**config.mk**
```make
export PLATFORM = sky130hd
export DESIGN_NAME = depth_sorted_sprite_slot_allocator
export DESIGN_NICKNAME = d
export VERILOG_FILES = /design/src/hw/rtl/sdsa_pkg.sv /design/src/hw/rtl/sdsa_front.sv /design/src/hw/rtl/sdsa_queue.sv /design/src/hw/rtl/sdsa_back.sv /design/src/hw/rtl/depth_sorted_sprite_slot_allocator.sv
export SDC_FILE = /design/constraint.sdc
export NUM_CORES = 1
export LEC_CHECK = 0
export ABC_AREA = 0
export ABC_CLOCK_PERIOD_IN_PS = 20300
export BUFFER_PORTS_ARGS = -buffer_cell sky130_fd_sc_hd__buf_2
export CAP_MARGIN = 20
export CORE_ASPECT_RATIO = 0.7
export CORE_MARGIN = 10
export CORE_UTILIZATION = 62
export CTS_CLUSTER_DIAMETER = 60
export CTS_CLUSTER_SIZE = 16
export DETAILED_ROUTE_END_ITERATION = 7
export MAX_ROUTING_LAYER = met4
export PLACE_DENSITY = 0.77
export SETUP_SLACK_MARGIN = 0.4
export SLEW_MARGIN = 30
export SYNTH_ARGS = -nofsm -noshare
export SYNTH_HDL_FRONTEND = slang
export SYNTH_SLANG_ARGS = --single-unit
```
**constraint.sdc**
```tcl
create_clock -name clk -period 20.3 [get_ports clk]
set_input_delay 5.075 -clock clk [delete_from_list [all_inputs] [get_ports clk]]
set_output_delay 5.075 -clock clk [all_outputs]
set_load 0.005 [all_outputs]
```
**src/hw/rtl/sdsa_pkg.sv**
```systemverilog
`timescale 1ns / 1ps

package sdsa_pkg;

    localparam int OFF_X = 24;
    localparam int OFF_Y = 50;
    localparam int SPR_W = 24;
    localparam int SPR_H = 21;

    localparam int IN_DATA_W  = 88;
    localparam int OUT_DATA_W = 40;

    typedef enum logic [1:0] {
        OP_ADD    = 2'd0,
        OP_CLEAR  = 2'd1,
        OP_COMMIT = 2'd2,
        OP_NONE   = 2'd3
    } opcode_t;

    typedef enum logic [2:0] {
        REG_SCREEN_WIDTH    = 3'd0,
        REG_VIEWPORT_BOTTOM = 3'd1,
        REG_NO_BITMAP_CODE  = 3'd2,
        REG_MSG_SHOWN       = 3'd3,
        REG_MSG_LEFT        = 3'd4,
        REG_MSG_RIGHT       = 3'd5,
        REG_IDLE_POINTER    = 3'd6,
        REG_IDLE_COLOR      = 3'd7
    } reg_index_t;

    typedef enum logic {
        ST_IDLE,
        ST_COMMIT
    } back_state_t;

    typedef struct packed {
        logic [8:0] screen_width;
        logic [7:0] viewport_bottom;
        logic [7:0] no_bitmap_code;
        logic       msg_shown;
        logic [8:0] msg_left;
        logic [8:0] msg_right;
        logic [7:0] idle_pointer;
        logic [3:0] idle_color;
    } cfg_t;

    typedef struct packed {
        opcode_t            op;
        logic               pass;
        logic signed [15:0] depth;
        logic [8:0]         hx;
        logic [7:0]         hy;
        logic [7:0]         bitmap;
        logic [7:0]         bitmap_lower;
        logic [3:0]         color;
        logic               expand;
    } item_t;

    typedef struct packed {
        logic signed [15:0] depth;
        logic [8:0]         hx;
        logic [7:0]         hy;
        logic [7:0]         bitmap;
        logic [7:0]         bitmap_lower;
        logic [3:0]         color;
        logic               expand;
    } entry_t;

    typedef struct packed {
        logic       slot_expand;
        logic [3:0] slot_color;
        logic [7:0] slot_pointer;
        logic [7:0] slot_y;
        logic [8:0] slot_x;
        logic       slot_enable;
        logic [2:0] slot;
        logic       accepted;
    } result_t;

endpackage

```
**src/hw/rtl/sdsa_front.sv**
```systemverilog
`timescale 1ns / 1ps

module sdsa_front #(
    parameter int MSG_HEIGHT = 8
) (
    input  sdsa_pkg::cfg_t                      cfg,
    input  logic [1:0]                          opcode,
    input  logic [sdsa_pkg::IN_DATA_W-1:0]      data,
    output sdsa_pkg::item_t                     item
);
    import sdsa_pkg::*;

    logic signed [15:0] depth, pos_x, pos_y;
    logic signed [7:0]  pivot_x, pivot_y;
    logic [7:0]         bitmap, bitmap_lower;
    logic [3:0]         obj_color;
    logic               expand_x, align_dither, dbl;
    logic signed [19:0] px_e, x0, y0, xd, yd, wv, hv, sw, vb, ml, mr, mh;
    logic               cull, hide;

    always_comb
    begin
        depth        = data[15:0];
        pos_x        = data[31:16];
        pos_y        = data[47:32];
        pivot_x      = data[55:48];
        pivot_y      = data[63:56];
        bitmap       = data[71:64];
        bitmap_lower = data[79:72];
        obj_color    = data[83:80];
        expand_x     = data[84];
        align_dither = data[85];
        dbl          = bitmap_lower != cfg.no_bitmap_code;

        px_e = expand_x ? {{11{pivot_x[7]}}, pivot_x, 1'b0} : {{12{pivot_x[7]}}, pivot_x};
        x0   = {{4{pos_x[15]}}, pos_x} - px_e;
        y0   = {{4{pos_y[15]}}, pos_y} - {{12{pivot_y[7]}}, pivot_y};
        xd   = align_dither ? {x0[19:1], 1'b0} : x0;
        yd   = align_dither ? {y0[19:1], xd[1]} : y0;
        wv   = expand_x ? 20'(2 * SPR_W) : 20'(SPR_W);
        hv   = dbl ? 20'(2 * SPR_H) : 20'(SPR_H);
        sw   = {11'b0, cfg.screen_width};
        vb   = {12'b0, cfg.viewport_bottom};
        ml   = {11'b0, cfg.msg_left};
        mr   = {11'b0, cfg.msg_right};
        mh   = 20'(MSG_HEIGHT);

        cull = (xd >= sw) || ((xd + wv) <= 20'sd0)
            || (yd >= vb) || ((yd + hv) <= 20'sd0)
            || (xd < -20'(OFF_X));
        hide = cfg.msg_shown && (yd < mh) && ((yd + hv) > 20'sd0)
            && (xd < mr) && ((xd + wv) > ml);

        item.op           = opcode_t'(opcode);
        item.pass         = !cull && !hide;
        item.depth        = depth;
        item.hx           = 9'(xd + 20'(OFF_X));
        item.hy           = 8'(yd + 20'(OFF_Y));
        item.bitmap       = bitmap;
        item.bitmap_lower = bitmap_lower;
        item.color        = obj_color;
        item.expand       = expand_x;
    end

endmodule

```
**src/hw/rtl/sdsa_queue.sv**
```systemverilog
`timescale 1ns / 1ps

module sdsa_queue (
    input  logic            clk,
    input  logic            rst_n,
    input  logic            push,
    input  sdsa_pkg::item_t push_item,
    output logic            not_full,
    input  logic            pop,
    output logic            not_empty,
    output sdsa_pkg::item_t head
);
    import sdsa_pkg::*;

    item_t      mem_reg [2];
    logic       wptr_reg, wptr_next, rptr_reg, rptr_next;
    logic [1:0] cnt_reg, cnt_next;

    assign not_full  = cnt_reg != 2'd2;
    assign not_empty = cnt_reg != 2'd0;
    assign head      = mem_reg[rptr_reg];

    always_comb
    begin
        wptr_next = wptr_reg ^ push;
        rptr_next = rptr_reg ^ pop;
        cnt_next  = cnt_reg + {1'b0, push} - {1'b0, pop};
    end

    always_ff @(posedge clk or negedge rst_n)
    begin
        if (!rst_n)
        begin
            wptr_reg <= 1'b0;
            rptr_reg <= 1'b0;
            cnt_reg  <= 2'd0;
        end
        else
        begin
            wptr_reg <= wptr_next;
            rptr_reg <= rptr_next;
            cnt_reg  <= cnt_next;
        end
    end

    always_ff @(posedge clk)
    begin
        if (push)
        begin
            mem_reg[wptr_reg] <= push_item;
        end
    end

endmodule

```
**src/hw/rtl/sdsa_back.sv**
```systemverilog
`timescale 1ns / 1ps

module sdsa_back #(
    parameter int SLOTS = 8
) (
    input  logic                              clk,
    input  logic                              rst_n,
    input  sdsa_pkg::cfg_t                    cfg,
    input  logic                              q_valid,
    input  sdsa_pkg::item_t                   q_item,
    output logic                              q_pop,
    output logic                              m_tvalid,
    input  logic                              m_tready,
    output logic [sdsa_pkg::OUT_DATA_W-1:0]   m_tdata,
    output logic                              m_tlast
);
    import sdsa_pkg::*;

    localparam int IW = (SLOTS > 1) ? $clog2(SLOTS) : 1;
    localparam int CW = $clog2(SLOTS + 1);

    entry_t        ent_reg [SLOTS];
    entry_t        ent_next [SLOTS];
    logic [CW-1:0] count_reg, count_next;
    back_state_t   state_reg, state_next;
    logic [IW-1:0] sidx_reg, sidx_next;
    logic [CW-1:0] eidx_reg, eidx_next;
    logic          half_reg, half_next, stop_reg, stop_next;
    logic          ov_reg, ov_next, olast_reg, olast_next;
    result_t       ores_reg, ores_next;

    logic          load, full, reject, live, fits, dbl;
    logic [SLOTS-1:0] le;
    logic [CW-1:0] pos;
    entry_t        cur, nent;

    assign load     = !ov_reg || m_tready;
    assign m_tvalid = ov_reg;
    assign m_tlast  = olast_reg;
    assign m_tdata  = {(OUT_DATA_W - $bits(result_t))'(0), ores_reg};

    always_comb
    begin
        for (int i = 0; i < SLOTS; i++)
        begin
            le[i] = (CW'(i) < count_reg) && (ent_reg[i].depth <= q_item.depth);
        end
        pos    = CW'($countones(le));
        full   = count_reg == CW'(SLOTS);
        reject = !q_item.pass || (full && q_item.depth >= ent_reg[SLOTS-1].depth);

        nent.depth        = q_item.depth;
        nent.hx           = q_item.hx;
        nent.hy           = q_item.hy;
        nent.bitmap       = q_item.bitmap;
        nent.bitmap_lower = q_item.bitmap_lower;
        nent.color        = q_item.color;
        nent.expand       = q_item.expand;

        cur  = ent_reg[eidx_reg[IW-1:0]];
        dbl  = cur.bitmap_lower != cfg.no_bitmap_code;
        live = !stop_reg && (eidx_reg < count_reg);
        fits = !dbl || half_reg || (sidx_reg != IW'(SLOTS - 1));

        for (int i = 0; i < SLOTS; i++)
        begin
            ent_next[i] = ent_reg[i];
        end
        count_next = count_reg;
        state_next = state_reg;
        sidx_next  = sidx_reg;
        eidx_next  = eidx_reg;
        half_next  = half_reg;
        stop_next  = stop_reg;
        ov_next    = ov_reg && !m_tready;
        olast_next = olast_reg;
        ores_next  = ores_reg;
        q_pop      = 1'b0;

        unique case (state_reg)
            ST_IDLE:
            begin
                if (q_valid && load)
                begin
                    q_pop     = 1'b1;
                    ores_next = '0;
                    unique case (q_item.op)
                        OP_ADD:
                        begin
                            ov_next            = 1'b1;
                            olast_next         = 1'b1;
                            ores_next.accepted = !reject;
                            if (!reject)
                            begin
                                for (int i = 0; i < SLOTS; i++)
                                begin
                                    if (CW'(i) == pos)
                                    begin
                                        ent_next[i] = nent;
                                    end
                                    else if (CW'(i) > pos && i > 0)
                                    begin
                                        ent_next[i] = ent_reg[(i > 0) ? i - 1 : 0];
                                    end
                                end
                                if (!full)
                                begin
                                    count_next = count_reg + CW'(1);
                                end
                            end
                        end
                        OP_CLEAR:
                        begin
                            ov_next    = 1'b1;
                            olast_next = 1'b1;
                            count_next = '0;
                        end
                        OP_COMMIT:
                        begin
                            state_next = ST_COMMIT;
                            sidx_next  = '0;
                            eidx_next  = '0;
                            half_next  = 1'b0;
                            stop_next  = 1'b0;
                        end
                        default:
                        begin
                            ov_next    = 1'b1;
                            olast_next = 1'b1;
                        end
                    endcase
                end
            end
            ST_COMMIT:
            begin
                if (load)
                begin
                    ov_next    = 1'b1;
                    olast_next = sidx_reg == IW'(SLOTS - 1);
                    ores_next  = '0;
                    ores_next.slot = 3'(sidx_reg);
                    if (live && fits)
                    begin
                        ores_next.slot_enable  = 1'b1;
                        ores_next.slot_x       = cur.hx;
                        ores_next.slot_y       = half_reg ? cur.hy + 8'(SPR_H) : cur.hy;
                        ores_next.slot_pointer = half_reg ? cur.bitmap_lower : cur.bitmap;
                        ores_next.slot_color   = cur.color;
                        ores_next.slot_expand  = cur.expand;
                        if (dbl && !half_reg)
                        begin
                            half_next = 1'b1;
                        end
                        else
                        begin
                            half_next = 1'b0;
                            eidx_next = eidx_reg + CW'(1);
                        end
                    end
                    else
                    begin
                        stop_next              = 1'b1;
                        ores_next.slot_pointer = cfg.idle_pointer;
                        ores_next.slot_color   = cfg.idle_color;
                    end
                    sidx_next = sidx_reg + IW'(1);
                    if (sidx_reg == IW'(SLOTS - 1))
                    begin
                        state_next = ST_IDLE;
                    end
                end
            end
            default:
            begin
                state_next = ST_IDLE;
            end
        endcase
    end

    always_ff @(posedge clk or negedge rst_n)
    begin
        if (!rst_n)
        begin
            state_reg <= ST_IDLE;
            count_reg <= '0;
            ov_reg    <= 1'b0;
            sidx_reg  <= '0;
            eidx_reg  <= '0;
            half_reg  <= 1'b0;
            stop_reg  <= 1'b0;
        end
        else
        begin
            state_reg <= state_next;
            count_reg <= count_next;
            ov_reg    <= ov_next;
            sidx_reg  <= sidx_next;
            eidx_reg  <= eidx_next;
            half_reg  <= half_next;
            stop_reg  <= stop_next;
        end
    end

    always_ff @(posedge clk)
    begin
        for (int i = 0; i < SLOTS; i++)
        begin
            ent_reg[i] <= ent_next[i];
        end
        olast_reg <= olast_next;
        ores_reg  <= ores_next;
    end

endmodule

```
**src/hw/rtl/depth_sorted_sprite_slot_allocator.sv**
```systemverilog
`timescale 1ns / 1ps

// Depth-sorted sprite slot allocator.
// Input stream (s_*): one command per transfer, opcode in s_tuser: add an
// object, clear the list, or commit the frame. An add is culled against the
// screen, the viewport and the message box, then insertion-sorted by depth.
// Output stream (m_*): an add or clear returns one record (accepted flag);
// a commit returns SLOTS slot records, near to far, m_tlast on the final one.
// Configuration goes through the APB port, registers at 4-byte steps; write
// only while the block is idle.
// An add or clear record passes through the queue and then the output
// register; a commit passes through the queue, then the commit state, before
// its records reach the output register. The whole insertion shift of an add
// happens at once in the back end. A commit gives one slot record per cycle
// from the commit sequencer while the receiver is ready.
// A two-entry queue parts the culling front end from the list back end, so
// input keeps flowing while the output stalls until the queue fills.
// Reset empties the list and the queue and loads register defaults.
// A stalled receiver holds the output record and freezes the back end.
module depth_sorted_sprite_slot_allocator #(
    parameter int SLOTS      = 8,
    parameter int MSG_HEIGHT = 8
) (
    input  logic                              clk,
    input  logic                              rst_n,
    input  logic                              s_tvalid,
    output logic                              s_tready,
    // depth, pos_x, pos_y, pivot_x, pivot_y, bitmap, bitmap_lower, obj_color,
    // expand_x, align_dither
    input  logic [sdsa_pkg::IN_DATA_W-1:0]    s_tdata,
    // opcode
    input  logic [1:0]                        s_tuser,
    output logic                              m_tvalid,
    input  logic                              m_tready,
    // accepted, slot, slot_enable, slot_x, slot_y, slot_pointer, slot_color,
    // slot_expand
    output logic [sdsa_pkg::OUT_DATA_W-1:0]   m_tdata,
    output logic                              m_tlast,
    input  logic                              psel,
    input  logic                              penable,
    input  logic                              pwrite,
    input  logic [4:0]                        paddr,
    input  logic [31:0]                       pwdata,
    output logic [31:0]                       prdata,
    output logic                              pready
);
    import sdsa_pkg::*;

    cfg_t       cfg_reg, cfg_next;
    item_t      f_item, q_head;
    logic       q_not_full, q_not_empty, q_pop, wr_en;
    reg_index_t ridx;

    assign pready = 1'b1;
    assign ridx   = reg_index_t'(paddr[4:2]);
    assign wr_en  = psel && penable && pwrite && pready;

    always_comb
    begin
        cfg_next = cfg_reg;
        prdata   = '0;
        unique case (ridx)
            REG_SCREEN_WIDTH:    prdata = 32'(cfg_reg.screen_width);
            REG_VIEWPORT_BOTTOM: prdata = 32'(cfg_reg.viewport_bottom);
            REG_NO_BITMAP_CODE:  prdata = 32'(cfg_reg.no_bitmap_code);
            REG_MSG_SHOWN:       prdata = 32'(cfg_reg.msg_shown);
            REG_MSG_LEFT:        prdata = 32'(cfg_reg.msg_left);
            REG_MSG_RIGHT:       prdata = 32'(cfg_reg.msg_right);
            REG_IDLE_POINTER:    prdata = 32'(cfg_reg.idle_pointer);
            REG_IDLE_COLOR:      prdata = 32'(cfg_reg.idle_color);
            default:             prdata = '0;
        endcase
        if (wr_en)
        begin
            unique case (ridx)
                REG_SCREEN_WIDTH:    cfg_next.screen_width    = pwdata[8:0];
                REG_VIEWPORT_BOTTOM: cfg_next.viewport_bottom = pwdata[7:0];
                REG_NO_BITMAP_CODE:  cfg_next.no_bitmap_code  = pwdata[7:0];
                REG_MSG_SHOWN:       cfg_next.msg_shown       = pwdata[0];
                REG_MSG_LEFT:        cfg_next.msg_left        = pwdata[8:0];
                REG_MSG_RIGHT:       cfg_next.msg_right       = pwdata[8:0];
                REG_IDLE_POINTER:    cfg_next.idle_pointer    = pwdata[7:0];
                REG_IDLE_COLOR:      cfg_next.idle_color      = pwdata[3:0];
                default:             cfg_next = cfg_reg;
            endcase
        end
    end

    always_ff @(posedge clk or negedge rst_n)
    begin
        if (!rst_n)
        begin
            cfg_reg.screen_width    <= 9'd320;
            cfg_reg.viewport_bottom <= 8'd112;
            cfg_reg.no_bitmap_code  <= 8'd255;
            cfg_reg.msg_shown       <= 1'b0;
            cfg_reg.msg_left        <= 9'd0;
            cfg_reg.msg_right       <= 9'd0;
            cfg_reg.idle_pointer    <= 8'd0;
            cfg_reg.idle_color      <= 4'd1;
        end
        else
        begin
            cfg_reg <= cfg_next;
        end
    end

    assign s_tready = q_not_full;

    sdsa_front #(
        .MSG_HEIGHT(MSG_HEIGHT)
    ) u_front (
        .cfg   (cfg_reg),
        .opcode(s_tuser),
        .data  (s_tdata),
        .item  (f_item)
    );

    sdsa_queue u_queue (
        .clk      (clk),
        .rst_n    (rst_n),
        .push     (s_tvalid && q_not_full),
        .push_item(f_item),
        .not_full (q_not_full),
        .pop      (q_pop),
        .not_empty(q_not_empty),
        .head     (q_head)
    );

    sdsa_back #(
        .SLOTS(SLOTS)
    ) u_back (
        .clk     (clk),
        .rst_n   (rst_n),
        .cfg     (cfg_reg),
        .q_valid (q_not_empty),
        .q_item  (q_head),
        .q_pop   (q_pop),
        .m_tvalid(m_tvalid),
        .m_tready(m_tready),
        .m_tdata (m_tdata),
        .m_tlast (m_tlast)
    );

endmodule

```
# --- Word level (Yosys, flattened, before mapping) ---
# Memory sizes are Yosys's and may differ from the RTL's.
# Cells that the tools add are included.
word_totals:
  n_memories: 2
  inputBits: 134
  mem_bits_ro: 0
  out_inout_bits: 76
  latch_bits: 0
  ramBits: 546
  word_cells: 248
  reg_bits: 111
memory_table:
  columns: ["memory", "depth", "width", "read_ports", "rd_clocked_by_memory_dff", "write_ports", "line", "text"]
  rows:
  - ["u_back.ent_reg", 8, 54, 9, 0, 8, "sdsa_back.sv:22", "entry_t ent_reg [SLOTS];"]
  - ["u_queue.mem_reg", 2, 57, 1, 0, 1, "sdsa_queue.sv:15", "item_t mem_reg [2];"]
classes:
  bitwise_logic: 3
  shifts: 0
  add_sub_neg: 19
  n_reduce_logical: 59
  multipliers: 0
  order_cmp: 34
  muxes: 73
  eq_ne: 31
  div: 0
op_table:
  columns: ["operator", "n"]
  rows:
  - ["$mux 432", 4]
  - ["$mux 54", 15]
  - ["$pmux 32 s8", 1]
  - ["$le 16x16->1", 8]
  - ["$mux 35", 2]
  - ["$pmux 35 s2", 1]
  - ["$le 20x1->1 const B", 2]
  - ["$mux 4", 7]
  - ["$mux 1", 25]
  - ["$mux 8", 3]
  - ["$logic_and 1x1->1", 22]
  - ["$add 20x7->20", 1]
  - ["$ge 20x10->1", 1]
  - ["$gt 20x1->1 const B", 1]
  - ["$gt 20x10->1", 1]
  - ["$lt 20x10->1", 1]
  - ["$lt 20x6->1 const B", 1]
  - ["$add 17x7->18", 1]
  - ["$mux 18", 1]
  - ["$ne 2x2->1 const B", 9]
  - ["$reduce_and 2->1", 9]
  - ["$ge 17x9->1", 1]
  - ["$lt 17x5->1 const B", 1]
  - ["$sub 16x8->17", 1]
  - ["47 further kinds", 100]

# --- Longest topological paths before layout ---
# Gate-level depths: netlist of the first run.
# An unclocked memory read counts as a cell.
depth:
  ltp_word: 13
  mapped_depth: 30
  ltp_nobuf: 25

# --- Cells and area by module ---
# A second synthesis of the first run with hierarchy kept.
unflattened:
  hier_cells: 2762
  area_unflattened_um2: 37121.9
modules_own_cells:
  columns: ["mod", "area_each_um2", "seq_area_each_um2", "cells_each", "n_inst"]
  rows:
  - ["sdsa_back", 25637.1, 14428.8, 1765, 1]
  - ["sdsa_queue", 4399.2, 3523.4, 193, 1]
  - ["sdsa_front", 4151.5, 0.0, 573, 1]
  - ["depth_sorted_sprite_slot_allocator", 2934.1, 1418.9, 231, 1]

# --- Worst setup path before layout of the first run ---
# No wires, ideal clock.
synth_path:
  path_kind: "input to register"
  start: "input m_tready"
  end: "memory u_back.ent_reg[2][0] (netlist name) (enable)"
  path_buffers: 0
  setup_time_ps: 756
  required_time_ps: 19544
  stages: 6
  arrival_time_ps: 14623
  path_slack_ps: 4921
  cell_sequence: "nor2b_1 > nor3_1 > nand2_1 > nor2_1 > nand3_1 > a2111oi_0"
synth_rtl:
  columns: ["element", "line", "text"]
  rows:
  - ["from (decl)", "depth_sorted_sprite_slot_allocator.sv:34", "input logic m_tready,"]
  - ["to (decl)", "sdsa_back.sv:22", null]

# --- Worst setup path after layout of the first run ---
layout_path:
  start: "input paddr[4]"
  end: "output prdata[2]"
layout_via:
  elab_chain_cells: 2
  word_cells_on_any_way: 9
  cone_classes: "eq/ne: 7; mux: 1; reduce/logical: 1"
layout_rtl:
  columns: ["element", "line", "text"]
  rows:
  - ["from (decl)", "depth_sorted_sprite_slot_allocator.sv:42", "input logic [4:0] paddr,"]
  - ["$eq 3x3->1 (tied with other cells)", "depth_sorted_sprite_slot_allocator.sv:62", "unique case (ridx)"]
  - ["$pmux 32 s8 (*)", "depth_sorted_sprite_slot_allocator.sv:62", null]
  - ["to (decl)", "depth_sorted_sprite_slot_allocator.sv:44", "output logic [31:0] prdata,"]
# Every way passes the cells marked *; elsewhere a longest branch is shown, timed or not. The select of a mux whose other input is x is not followed.

==> results of run 1 <==
-- power breakdown --
part,leakage [nW],internal (mW),total [mW],switching (mW)
sequential,6.21,1.73,1.85,0.116
clock,0.678,0.461,0.927,0.466
combinational,7.82,0.579,1.53,0.949
total,14.7,2.77,4.30,1.53
-- cell usage in the layout, fill, tap and decap left out, types with 33 or more instances in the layout --
cell / instances
ha_1: 222
nand2_1: 139
nor2_1: 409
xnor2_1: 39
buf_4: 46
dfrtp_1: 57
o21ai_0: 131
edfxtp_1: 582
nand4_1: 39
mux2i_1: 95
buf_2: 152
a21oi_1: 415
o21a_1: 33
nand2b_1: 33
a21o_1: 34
mux4_2: 81
mux2_2: 49
inv_1: 161
clkbuf_16: 51
nor2b_1: 36
-- cell families after synthesis --
group,after synthesis,share of synthesized area (%)
muxes,244,9.97
AOI/OAI and AO/OA,717,11.6
other,2,0.0211
buffers and inverters,331,3.96
and+or+nand+nor,790,10.2
DFF,657,54.4
xor gates and xnor gates,65,1.65
adders and majority gates,231,8.27
-- critical path, cell delays in order --
cell and delay, ns:
buf_2 0.28, nor2_1 0.42, nand2_1 0.10, a31oi_1 0.21, o31ai_1 0.10, a21oi_1 0.27
buf_2 0.17
-- path summary, 6_finish.rpt --
path | start | depth (start not counted) | to
hold / removal | u_back.sidx_reg[1] | 1 | u_back.sidx_reg[1]
max in group asynchronous | rst_n | 1 | u_queue.rptr_reg
setup reg to reg | u_queue.rptr_reg | 26 | u_back.ent_reg[3][8]
min in group asynchronous | rst_n | 1 | cfg_reg[20]
setup / recovery | paddr[4] | 7 | prdata[2]
hold reg to reg | u_back.sidx_reg[1] | 1 | u_back.sidx_reg[1]
-- stage by stage --
stage / total power [mW] / cells / setup WS, ns / hold slack (ns) / util [%]
3_3_place_gp: 3.28 / 3846 / 8.61 / 0.491 / 65.3
5_1_grt: 4.53 / 3927 / 8.47 / 0.551 / 68.0
6_report: 4.30 / 3927 / 8.60 / 0.521 / 68.0
3_5_place_dp: 3.37 / 3848 / 8.62 / 0.506 / 65.4
2_1_floorplan: 2.88 / 3064 / 4.92 / 0.478 / -
4_1_cts: 4.29 / 3924 / 8.62 / 0.523 / 67.9
-- cell type report --
cell class	instances	area share (%)
tap	750	2.43
inverter	162	1.57
timing repair buffer	203	3.06
multi-input combinational	2076	39.1
antenna	3	0.0194
clock inverter	9	0.185
sequential	657	50.2
clock buffer	67	3.46
-- layer usage --
layer	global-route usage, %	part of all wire [%]
met1	36.7	44
met2	39.4	45
met3	3.96	9.4
met4	6.07	1.7
met5	-	0
==> results.yml, run 1 <==
timing:
  clock.fmax_mhz: 85.4
  slew_headroom_pct: 32.5
  slew_violations: 0
  fin_tns_setup_ns: 0
  rsz0062_at_grt: "no"
  worst_pin_slew_ns: 1.00
  period_needed_ns: 11.70
  finalCritPeriodShare_pct: 57.7
  skew_ns: 0.0340
  setup_violations: 0
  hold_viol: 0
synth:
  seq_area_frac_synth_pct: 54.4
  synth-edff-count: 582
  synth_warnings: 0
  ys_seq_elements: 657
  netlist_area_sq_mm: 0.0356
  synth_most_common_cell: "edfxtp_1"
  synth_area_per_cell_sq_um: 11.7
  synth.area.top_cells: "edfxtp_1, ha_1, a21oi_1"
  ys_types: 91
  yosysTopAreaCell: "edfxtp_1"
  synth_top_area_share_pct: 49.1
  synth-async-reset-ratio_pct: 11.4
  synthFlopType: "edfxtp_1"
  synth_common_cells: "edfxtp_1, a21oi_1, nor2_1, ha_1, inv_1"
  synth_cells: 3037
worst_setup_path:
  cp.required_ns: 15.23
  arrival_ns: 6.63
  path_max_fanout: 25
  r2r_setup_slack_ns: 11.90
  path_class: "in2out"
  critPathCaptureType: "primary output"
  cp-start-kind: "input port"
global_routing:
  overflow: 0
  grt_pass1_wl_um: 134000
  grt_max_degree: 109
  grt_usage_pct: 25.9
  first_global_vias: 24300
  grt_antenna_before_repair: 3
die:
  core_area_sq_mm: 0.0568
  ios: 210
  die_height_um: 220
  rows: 73
  fp.dieW_um: 306
  start_util_pct: 62.7
  dieArea_sq_mm: 0.0676
clock_tree:
  cts_buffer_depth: 3
  clk_pin_slew_ns: 0.07
  clock_latency_ns: 0.62
  ctsResizeCount: 0
  cts_htree_levels: 2
  cts_setup_buffers: 0
  cts_tree: "built"
  clock-sinks: 657
  cts_hold_buf: 0
  cts_inserted_buffers: 49
  root_buffer: "clkbuf_16"
power:
  p_leak_nw: 14.7
  ir_worst_vdd_mv: 0.0978
  powerDensity_mw_per_mm2: 111
layout:
  drive_above_1_share_pct: 14.7
  multi_input_area_sq_mm: 0.0151
  fillers: 4020
  final_area_sq_mm: 0.0386
  largest_register_ffs: 432
  regArea_sq_mm: 0.0194
  nets: 3514
  area_growth_pct: 8.48
detailed_routing:
  drc: 0
  routedWlPerCell_um: 22.0
  wirelength_um: 86400
  vias: 24800
  drtAntennaViolNets: 0
  firstDrtPassIters: 6
  initialDrtViolationCount: 2664
  viasPerCell: 6.31
placement:
  numPortBuffers: 153
  hpwl_um: 60100
  placed_area_sq_mm: 0.0372
  gp_congestion: 0.923
status:
  run_status: "complete, no violations"
min_path:
  min_path_type: "reg2reg"
flow_run:
  cap_violations: 0
(Power assumes the default switching activity.)
==> run 2: changes to the inputs <==
--- a/config.mk
+++ b/config.mk
@@ -5,8 +5,8 @@
 export SDC_FILE = /design/constraint.sdc
 export NUM_CORES = 1
 export LEC_CHECK = 0
-export ABC_AREA = 0
-export ABC_CLOCK_PERIOD_IN_PS = 20300
+export ABC_AREA = 1
+export ABC_CLOCK_PERIOD_IN_PS = 11700
 export BUFFER_PORTS_ARGS = -buffer_cell sky130_fd_sc_hd__buf_2
 export CAP_MARGIN = 20
 export CORE_ASPECT_RATIO = 0.7
==> constraint.sdc (replaced) <==
create_clock -name clk -period 11.7 [get_ports clk]
set_input_delay 2.925 -clock clk [delete_from_list [all_inputs] [get_ports clk]]
set_output_delay 2.925 -clock clk [all_outputs]
set_load 0.005 [all_outputs]
==> results.yml, run 2 <==
detailed_routing:
  wirelength_um: 95500
  wl_met3_um: 9970
  drtAntennaViolNets: 0
  wl_met1_um: 41000
  vias: 27600
  highest_layer: "met4"
  firstDrtPassIters: 6
  routedWlPerCell_um: 20.6
  dr_wl_met2_um: 42300
  viasPerCell: 5.95
  drc: 0
  initialDrtViolationCount: 3299
clock_tree:
  cts_tree: "built"
  root_buffer: "clkbuf_16"
  ctsResizeCount: 0
  cts_buffer_depth: 3
  cts_setup_buffers: 0
  cts_inserted_buffers: 47
  clock_latency_ns: 0.61
  cts_hold_buf: 0
  clock-sinks: 657
  clk_pin_slew_ns: 0.08
  cts_htree_levels: 2
worst_setup_path:
  cp-start-kind: "register"
  worst_setup_path_endpoint: "u_back.ent_reg[5][30]"
  r2r_setup_slack_ns: 3.81
  path_class: "reg2reg"
  worstReg2RegEnd: "u_back.ent_reg[5][30]"
  cp.required_ns: 11.94
  critPathCaptureType: "register"
  arrival_ns: 8.13
  r2r_start: "u_queue.rptr_reg"
  path_max_fanout: 55
  crit_start: "u_queue.rptr_reg"
  reg2reg_depth: 23
layout:
  fillers: 4476
  fin_util_pct: 68.0
  area_growth_pct: 8.23
  largest_register_ffs: 432
  final_cell_mix: "nand2_1, edfxtp_1, o21ai_0, inv_1, nor2_1"
  drive_above_1_share_pct: 14.9
  nets: 4179
  final_common_cell: "nand2_1"
timing:
  finalCritPeriodShare_pct: 67.4
  hold_viol: 0
  slew_violations: 0
  skew_ns: 0.0171
  clock.fmax_mhz: 127
  fin_tns_setup_ns: 0
  worst_pin_slew_ns: 0.999
  setup_violations: 0
  slew_headroom_pct: 33.4
  period_needed_ns: 7.89
  rsz0062_at_grt: "no"
die:
  ios: 210
  fp.dieW_um: 311
  core_area_sq_mm: 0.0586
  start_util_pct: 62.9
  rows: 74
  dieArea_sq_mm: 0.0697
  die_height_um: 224
placement:
  numPortBuffers: 153
  hpwl_um: 63500
  gp_congestion: 0.953
synth:
  synth_cells: 3704
  synthFlopType: "edfxtp_1"
  synth_most_common_cell: "nand2_1"
  synth_top_area_share_pct: 47.4
  synth-async-reset-ratio_pct: 11.4
  synth_warnings: 0
  netlist_area_sq_mm: 0.0368
  synth-edff-count: 582
  synth.area.top_cells: "edfxtp_1, ha_1, nand2_1"
  seq_area_frac_synth_pct: 52.6
  ys_seq_elements: 657
  yosysTopAreaCell: "edfxtp_1"
  ys_types: 65
  synth_area_per_cell_sq_um: 9.95
  synth_common_cells: "nand2_1, edfxtp_1, o21ai_0, inv_1, nor2_1"
global_routing:
  grt_pass1_wl_um: 148000
  grt_antenna_before_repair: 10
  overflow: 0
  grt_max_degree: 96
  first_global_vias: 26300
  grt_usage_pct: 27.3
status:
  run_status: "complete, no violations"
min_path:
  min_path_type: "reg2reg"
flow_run:
  cap_violations: 0
## run 2: per-layer routing
metal	up-vias	global-route usage, %
li1	13100	-
met1	13000	37.8
met2	1335	40.7
met3	155	5.47
met4	0	7.87
met5	-	-
## run 2: area by class of cell
cell class | instances | area (sq um) | area share, %
flip-flops and latches | 657 | 19400 | 48.6
inverters | 383 | 1440 | 3.61
repair buffers | 203 | 1280 | 3.20
well taps | 798 | 998 | 2.50
clock buffers | 63 | 1280 | 3.21
diodes | 10 | 25.0 | 0.0627
multi-input cells | 2522 | 15400 | 38.6
clock inverters | 4 | 63.8 | 0.160
## run 2: kinds of logic after synthesis
logic type / after synthesis / synth area share [%]
buf+inv: 552 / 6.29
mux: 214 / 6.54
compound gates: 791 / 11.7
other cells: 2 / 0.0204
flops: 657 / 52.6
simple gates: 1203 / 13.6
fa+ha+maj: 231 / 7.99
xor+xnor: 54 / 1.32
## run 2: worst min path at each step
stage	start	to	slack (ns)	depth (start not counted)
final	cfg_reg[1]	cfg_reg[1]	0.50	2
after detailed placement	cfg_reg[46]	cfg_reg[46]	0.48	2
after global placement	cfg_reg[3]	cfg_reg[3]	0.47	2
after global routing	cfg_reg[41]	cfg_reg[41]	0.52	2
after floorplan	cfg_reg[1]	cfg_reg[1]	0.45	2
after CTS	cfg_reg[41]	cfg_reg[41]	0.50	2
## run 2: metrics by stage
step	setup WS, ns	cell area [sq um]	hold slack (ns)	instances
after global placement	3.57	38300	0.468	4556
after floorplan	1.18	37000	0.453	3731
after global routing	3.39	39900	0.519	4640
after detailed placement	3.77	38400	0.478	4560
after CTS	3.86	39800	0.497	4627
final	3.81	39900	0.501	4640
## run 2: critical path, cell delays in order (launching register included)
cell and delay, ns:
dfrtp_4 0.74, nand2_1 0.10, o21ai_1 0.10, buf_4 0.26
ha_1 0.28, nand2_1 0.08, inv_1 0.05, a221oi_1 0.35
nor2_1 0.08, o21ai_0 0.25, o2111ai_1 0.19, xor2_1 0.21
o22ai_1 0.13, inv_1 0.06, ha_1 0.21, fa_1 0.53
fa_1 0.52, ha_1 0.24, fa_1 0.46, nor3_4 0.22
buf_4 0.79, inv_1 0.26, a21oi_4 0.58, buf_4 0.75
Power of run 2 is left out: the tool's default activity adds up to more than one toggle a clock period on the data nets, which glitch-free logic cannot reach.
